## src/rtl/core/cpp_pkg.sv

```systemverilog
// Shared types and constants for the correlation pattern prefetcher core.
// Depends on nothing; used by the core, its port checker and the testbench.
package cpp_pkg;

  localparam int ID_W        = 16;
  localparam int CONF_W      = 16;
  localparam int CFG_INDEX_W = 3;
  localparam int CFG_DATA_W  = 16;

  localparam logic [CONF_W-1:0] CONF_MAX = 16'hFFFF;

  // Register reset values
  localparam logic [CFG_DATA_W-1:0] RST_LEARNING_RATE      = 16'd6554;
  localparam logic [CFG_DATA_W-1:0] RST_MIN_CONFIDENCE     = 16'd32768;
  localparam logic [CFG_DATA_W-1:0] RST_INITIAL_CONFIDENCE = 16'd19661;
  localparam logic [CFG_DATA_W-1:0] RST_DECAY_FACTOR       = 16'd64881;
  localparam logic [CFG_DATA_W-1:0] RST_PRUNE_THRESHOLD    = 16'd6554;

  typedef enum logic [CFG_INDEX_W-1:0] {
    REG_LEARNING_RATE      = 3'd0,
    REG_MIN_CONFIDENCE     = 3'd1,
    REG_INITIAL_CONFIDENCE = 3'd2,
    REG_DECAY_FACTOR       = 3'd3,
    REG_PRUNE_THRESHOLD    = 3'd4
  } cfg_reg_e;

  localparam logic FUNC_RECORD = 1'b0;
  localparam logic FUNC_QUERY  = 1'b1;

  typedef struct packed {
    logic            func;
    logic [ID_W-1:0] resource_id;
  } cmd_t;

  typedef struct packed {
    logic [ID_W-1:0]   followup_id;
    logic [CONF_W-1:0] confidence;
    logic              last;
  } hint_t;

endpackage

```

## src/rtl/core/correlation_pattern_prefetcher_core.sv

```systemverilog
// Correlation pattern prefetcher core: pair table, sequencer and shared multiplier.
// Depends on cpp_pkg (types, register indexes, reset values).
//
// Usage: drive item and pulse start while busy is low; the item is accepted at that
// edge and busy rises. A record item (func 0) learns the pair (previous id, new id),
// then decays and prunes the whole table; it gives no results. A query item (func 1)
// lists the follow-ups of the last recorded id whose confidence is at least
// min_confidence, in table order, one per hint_valid pulse, with last set on the
// final one. hint is valid only in the cycle hint_valid is high; the receiver cannot
// stall and must take it then.
// A record makes one pass over the table, paced by the single table memory port pair
// and the one 16x17 multiplier, used once per entry for decay (twice for the hit
// entry, once for an appended pair). A query makes one pass reading the table.
// busy falls in the same cycle the final hint appears. A query with no id recorded,
// or an empty table, gives no result and leaves busy low.
// Configuration: cfg_we, cfg_index, cfg_data write a register. The user must write
// only while the core is idle; the core itself does not enforce this. Unknown indexes
// are ignored. Reset (rst, synchronous) empties the table and restores the register
// defaults; no clearing pass is needed.
module correlation_pattern_prefetcher_core #(
  parameter int TABLE_ENTRIES = 64,
  parameter int ID_BITS       = 16
) (
  input  logic                             clk,
  input  logic                             rst,
  input  logic                             start,
  input  cpp_pkg::cmd_t                    item,
  output logic                             busy,
  output logic                             hint_valid,
  output cpp_pkg::hint_t                   hint,
  input  logic                             cfg_we,
  input  logic [cpp_pkg::CFG_INDEX_W-1:0]  cfg_index,
  input  logic [cpp_pkg::CFG_DATA_W-1:0]   cfg_data
);
  import cpp_pkg::*;

  localparam int SID_BITS = (ID_BITS < ID_W) ? ID_BITS : ID_W;
  localparam int AW       = (TABLE_ENTRIES > 1) ? $clog2(TABLE_ENTRIES) : 1;
  localparam int CW       = $clog2(TABLE_ENTRIES + 1);

  typedef struct packed {
    logic [SID_BITS-1:0] trig;
    logic [SID_BITS-1:0] fol;
    logic [CONF_W-1:0]   conf;
  } entry_t;

  typedef enum logic [3:0] {
    S_IDLE, S_CHK, S_GAIN, S_DMUL, S_WR, S_TAIL, S_AMUL, S_AWR, S_FIN, S_QCHK, S_QEND
  } state_t;

  state_t state;

  logic [CONF_W-1:0] learning_rate, min_confidence, initial_confidence;
  logic [CONF_W-1:0] decay_factor, prune_threshold;

  logic [SID_BITS-1:0] last_used_id, cur_id;
  logic                have_last, hit_done;
  logic [CW-1:0]       entry_count, kept, idx, idx_next, idx_plus;

  entry_t mem [TABLE_ENTRIES];
  entry_t rdata, pend, mem_wdata;
  logic   pend_valid, mem_we;
  logic [AW-1:0] mem_waddr;

  logic [CONF_W-1:0]   mul_a, conf_work, dec_conf;
  logic [CONF_W:0]     mul_b, sum_conf;
  logic [2*CONF_W-1:0] mul_p, prod;
  logic                match_pair, match_hint, dec_keep, accept;

  assign accept   = start && !busy;
  assign idx_plus = CW'(idx + 1'b1);

  always_comb begin
    case (state)
      S_IDLE:         idx_next = '0;
      S_WR, S_QCHK:   idx_next = idx_plus;
      default:        idx_next = idx;
    endcase
  end

  assign match_pair = have_last && !hit_done && (rdata.trig == last_used_id) &&
                      (rdata.fol == cur_id);
  assign match_hint = (rdata.trig == last_used_id) && (rdata.conf >= min_confidence);

  // Shared multiplier: gain on the hit entry, then decay on every entry
  always_comb begin
    case (state)
      S_CHK: begin
        if (match_pair) begin
          mul_a = learning_rate;
          mul_b = 17'h10000 - {1'b0, rdata.conf};
        end else begin
          mul_a = decay_factor;
          mul_b = {1'b0, rdata.conf};
        end
      end
      S_DMUL: begin
        mul_a = decay_factor;
        mul_b = {1'b0, conf_work};
      end
      S_AMUL: begin
        mul_a = decay_factor;
        mul_b = {1'b0, initial_confidence};
      end
      default: begin
        mul_a = decay_factor;
        mul_b = {1'b0, rdata.conf};
      end
    endcase
  end

  assign mul_p    = (2*CONF_W)'(mul_a) * (2*CONF_W)'(mul_b);
  assign dec_conf = prod[2*CONF_W-1:CONF_W];
  assign dec_keep = dec_conf >= prune_threshold;
  assign sum_conf = {1'b0, rdata.conf} + {1'b0, dec_conf};

  // Compact in place: the write slot never passes the read pointer
  always_comb begin
    mem_we    = 1'b0;
    mem_waddr = kept[AW-1:0];
    mem_wdata = '{trig: rdata.trig, fol: rdata.fol, conf: dec_conf};
    if (state == S_WR) begin
      mem_we = dec_keep;
    end else if (state == S_AWR) begin
      mem_we    = dec_keep;
      mem_wdata = '{trig: last_used_id, fol: cur_id, conf: dec_conf};
    end
  end

  always_ff @(posedge clk) begin
    if (mem_we) begin
      mem[mem_waddr] <= mem_wdata;
    end
    rdata <= mem[idx_next[AW-1:0]];
  end

  always_ff @(posedge clk) begin
    if (rst) begin
      learning_rate      <= RST_LEARNING_RATE;
      min_confidence     <= RST_MIN_CONFIDENCE;
      initial_confidence <= RST_INITIAL_CONFIDENCE;
      decay_factor       <= RST_DECAY_FACTOR;
      prune_threshold    <= RST_PRUNE_THRESHOLD;
    end else if (cfg_we) begin
      unique case (cfg_index)
        REG_LEARNING_RATE:      learning_rate      <= cfg_data;
        REG_MIN_CONFIDENCE:     min_confidence     <= cfg_data;
        REG_INITIAL_CONFIDENCE: initial_confidence <= cfg_data;
        REG_DECAY_FACTOR:       decay_factor       <= cfg_data;
        REG_PRUNE_THRESHOLD:    prune_threshold    <= cfg_data;
        default: ;
      endcase
    end
  end

  always_ff @(posedge clk) begin
    if (rst) begin
      state        <= S_IDLE;
      busy         <= 1'b0;
      hint_valid   <= 1'b0;
      have_last    <= 1'b0;
      last_used_id <= '0;
      entry_count  <= '0;
      idx          <= '0;
      kept         <= '0;
      hit_done     <= 1'b0;
      pend_valid   <= 1'b0;
    end else begin
      idx        <= idx_next;
      hint_valid <= 1'b0;
      unique case (state)
        S_IDLE: begin
          if (accept) begin
            kept       <= '0;
            hit_done   <= 1'b0;
            pend_valid <= 1'b0;
            if (item.func == FUNC_RECORD) begin
              cur_id <= item.resource_id[SID_BITS-1:0];
              busy   <= 1'b1;
              state  <= (entry_count == '0) ? S_TAIL : S_CHK;
            end else if (have_last && entry_count != '0) begin
              busy  <= 1'b1;
              state <= S_QCHK;
            end
          end
        end
        S_CHK: begin
          prod <= mul_p;
          if (match_pair) begin
            hit_done <= 1'b1;
            state    <= S_GAIN;
          end else begin
            state <= S_WR;
          end
        end
        S_GAIN: begin
          conf_work <= sum_conf[CONF_W] ? CONF_MAX : sum_conf[CONF_W-1:0];
          state     <= S_DMUL;
        end
        S_DMUL: begin
          prod  <= mul_p;
          state <= S_WR;
        end
        S_WR: begin
          if (dec_keep) begin
            kept <= CW'(kept + 1'b1);
          end
          state <= (idx_plus == entry_count) ? S_TAIL : S_CHK;
        end
        S_TAIL: begin
          // Append an unseen pair only if the table had room before pruning
          if (have_last && !hit_done && entry_count < CW'(TABLE_ENTRIES)) begin
            state <= S_AMUL;
          end else begin
            state <= S_FIN;
          end
        end
        S_AMUL: begin
          prod  <= mul_p;
          state <= S_AWR;
        end
        S_AWR: begin
          if (dec_keep) begin
            kept <= CW'(kept + 1'b1);
          end
          state <= S_FIN;
        end
        S_FIN: begin
          entry_count  <= kept;
          last_used_id <= cur_id;
          have_last    <= 1'b1;
          busy         <= 1'b0;
          state        <= S_IDLE;
        end
        S_QCHK: begin
          // Hold one hint back so the final one can carry last
          if (match_hint) begin
            if (pend_valid) begin
              hint_valid <= 1'b1;
              hint       <= '{followup_id: ID_W'(pend.fol), confidence: pend.conf,
                              last: 1'b0};
            end
            pend       <= rdata;
            pend_valid <= 1'b1;
          end
          if (idx_plus == entry_count) begin
            state <= S_QEND;
          end
        end
        S_QEND: begin
          if (pend_valid) begin
            hint_valid <= 1'b1;
            hint       <= '{followup_id: ID_W'(pend.fol), confidence: pend.conf,
                            last: 1'b1};
          end
          busy  <= 1'b0;
          state <= S_IDLE;
        end
        default: begin
          busy  <= 1'b0;
          state <= S_IDLE;
        end
      endcase
    end
  end

endmodule

```

## config.mk

```make
export PLATFORM = sky130hd
export DESIGN_NAME = correlation_pattern_prefetcher_core
export DESIGN_NICKNAME = d
export VERILOG_FILES = /design/src/rtl/core/cpp_pkg.sv /design/src/rtl/core/correlation_pattern_prefetcher_core.sv
export SDC_FILE = /design/constraint.sdc
export NUM_CORES = 2
export LEC_CHECK = 0
export BUFFER_PORTS_ARGS = -buffer_cell sky130_fd_sc_hd__buf_4
export CORE_MARGIN = 5
export CORE_UTILIZATION = 40
export DETAILED_ROUTE_END_ITERATION = 12
export MAX_ROUTING_LAYER = met4
export PLACE_DENSITY = 0.56
export SYNTH_ARGS = -nofsm -noshare
export SYNTH_HDL_FRONTEND = slang
export SYNTH_SLANG_ARGS = --single-unit
```

## constraint.sdc

```tcl
create_clock -name clk -period 9 [get_ports clk]
set_clock_uncertainty 0.1 [all_clocks]
set_input_delay 1.35 -clock clk [delete_from_list [all_inputs] [get_ports clk]]
set_output_delay 1.35 -clock clk [all_outputs]
set_load 0.03 [all_outputs]
```

==> results.yml <==
clock_tree:
  root_buffer: "clkbuf_16"
  cts_tree: "built"
  htreeDepth: 5
  cts_buffers: 356
  cts_sinks: 3359
  clock_latency_ps: 940
  hold_buffers: 0
  cts_max_path_buffers: 4
  path_clk_slew_ps: 60
global_route:
  grt_use_total_pct: 24.6
  antenna_found_initial: 22
  gr-total-overflow: 0
  grt_pass1_vias: 90599
  grt_pass1_wl_um: 649000
  grt_max_degree: 160
finish:
  final_common_cell: "nand2_1"
  fin_area_um2: 162000
  num-nets-final: 11900
  layout-drive-gt1-share_pct: 9.86
  final_cells: 16566
  final_util_pct: 45.5
  layout_common_cells: "nand2_1, edfxtp_1, nand3_1"
  n_fill_cell: 31655
  area_growth_pct: 13.4
route:
  drt_iter0_drc: 10410
  drc: 0
  detail_route.wl_per_cell_um: 27.3
  antenna_left: 0
  first_pass_iters: 6
  routed_wl_um: 452000
  via_per_inst: 5.75
  num_vias: 95180
yosys:
  netlist_instances: 11432
  syn_nets: 11828
  yosysUniqueCellTypes: 72
  synth_flop_cell: "edfxtp_1"
  yosys-top-cells-area: "edfxtp_1, nand2_1, a311oi_1, fa_1, nand3_1"
  synth_edf_count: 3185
  yosysSeqAreaShare_pct: 69.6
  synth_area_um2: 142000
  synth_top_area_cell: "edfxtp_1"
  ys_ff_latch: 3359
  synth_warnings: 0
  synth.avg_cell_area_um2: 12.5
  async_flop_share_pct: 0
  synth_top_area_share_pct: 67.1
timing:
  worst_slew_pin_slew_ps: 1350
  totalNegativeSetupSlack_ps: 0
  hold_violations: 0
  maxSlewViolCount: 0
  max_slew_margin_pct: 9.90
  post-route-period-util_pct: 96.7
  setup_viol: 0
  fmax_mhz: 115
  min_period_ps: 8700
floorplanning:
  rows: 219
  fp.coreArea_um2: 355000
  fp.dieW_um: 607
  initial_core_util_pct: 40.1
  die_area_um2: 368000
  die_h_um: 607
  ios: 75
placement:
  io_buffers: 74
  gp_congestion: 0.892
  dpl-instance-area_um2: 150000
  place_inst: 15876
  dpl.hpwl_um: 255000
critical_path:
  worstSetupPathType: "reg -> reg"
  slowest_delay_ps: 590
  ff2ff_setup_slack_ps: 300
  cp_max_fo: 7
  cpMostUsedCell: "fa_1"
  end_kind: "flip-flop"
  start_kind: "flip-flop"
  slowest_stage: "fa_1"
  required_ps: 9560
  worstPathArrival_ps: 9260
run_status:
  status: "completed"
min_path:
  hp-class: "reg -> reg"
flow_run:
  drv_cap: 0
flip-flops by register name, indices dropped and copies added, names as in the netlist, 32 cells and up:
name,flops
rdata,48
mem,3072
pend,32
hint,33
kinds of logic (layout without fill, tap and decap cells):
group,Yosys count,after routing,synth area share [%]
AND/OR/NAND/NOR,5114,5114,15.3
flip-flops,3359,3359,69.6
AO/OA/AOI/OAI,1402,1402,7.15
buffers and inverters,1073,1441,2.88
adder cells (fa/ha/maj),356,356,4.22
XOR/XNOR,64,64,0.393
multiplexers,64,64,0.494
other,0,15,0
worst max-delay path: cells and delay by family, from the launching register on:
kind | cells | cell delay (ps)
compound gates | 7 | 1760
xor+xnor | 1 | 110
buf+inv | 4 | 330
fa+ha+maj | 8 | 3700
simple gates | 9 | 2010
flops | 1 | 390
layout make-up:
type | count | area (um^2) | share of cell area (%)
timing repair buffer | 491 | 4310 | 2.66
sequential | 3359 | 99100 | 61.3
multi-input combinational | 7000 | 40000 | 24.8
inverter | 296 | 1110 | 0.687
antenna | 15 | 37.5 | 0.0232
tap | 4751 | 5940 | 3.68
clock buffer | 462 | 9490 | 5.87
clock inverter | 192 | 1600 | 0.992
per-layer routing:
metal	share of wire (%)	up-vias	track usage, %	wire, um
met2	47	4130	38.1	211000
met1	42	48606	34.3	191000
li1	-	41685	-	-
met5	0	-	-	0
met4	2.9	0	6.45	13200
met3	8.2	759	3.39	36900
metrics by stage:
| step | setup slack [ps] | hold slack (ps) |
|---|---|---|
| floorplan | 674 | 300 |
| global placement | 86.0 | 308 |
| detailed placement | 121 | 305 |
| CTS | 92.6 | 305 |
| global route | -12.2 | 330 |
| finish | 298 | 313 |
final timing paths:
path / startpoint / depth (start not counted) / to
worst min register to register: pend[12]$_DFFE_PP_ / 0 / hint[13]$_DFFE_PP_
worst max register to register: rdata[0]$_DFF_P_ / 29 / prod[31]$_DFFE_PP_
worst max-delay path: rdata[0]$_DFF_P_ / 29 / prod[31]$_DFFE_PP_
worst min-delay path: pend[12]$_DFFE_PP_ / 0 / hint[13]$_DFFE_PP_
synthesized netlist by cell type, types with 45 or more instances:
| master | count |
|---|---|
| nor2_1 | 230 |
| clkbuf_1 | 649 |
| a31oi_1 | 206 |
| ha_1 | 149 |
| edfxtp_1 | 3185 |
| a311oi_1 | 577 |
| and3_1 | 390 |
| fa_1 | 207 |
| buf_2 | 49 |
| nand3_1 | 788 |
| nand2_1 | 3479 |
| a21oi_1 | 328 |
| dfxtp_1 | 174 |
| buf_1 | 78 |
| mux2_2 | 45 |
| a211oi_1 | 147 |
| inv_1 | 296 |
timing repair:
item | 4_1_cts | 5_1_grt
gates resized for setup | 0 | 52
setup buffers | 0 | 20
setup endpoints to repair | 0 | 9
Power is not shown: default switching activity piles up to over one toggle a cycle in this logic, so the estimate is an artifact.
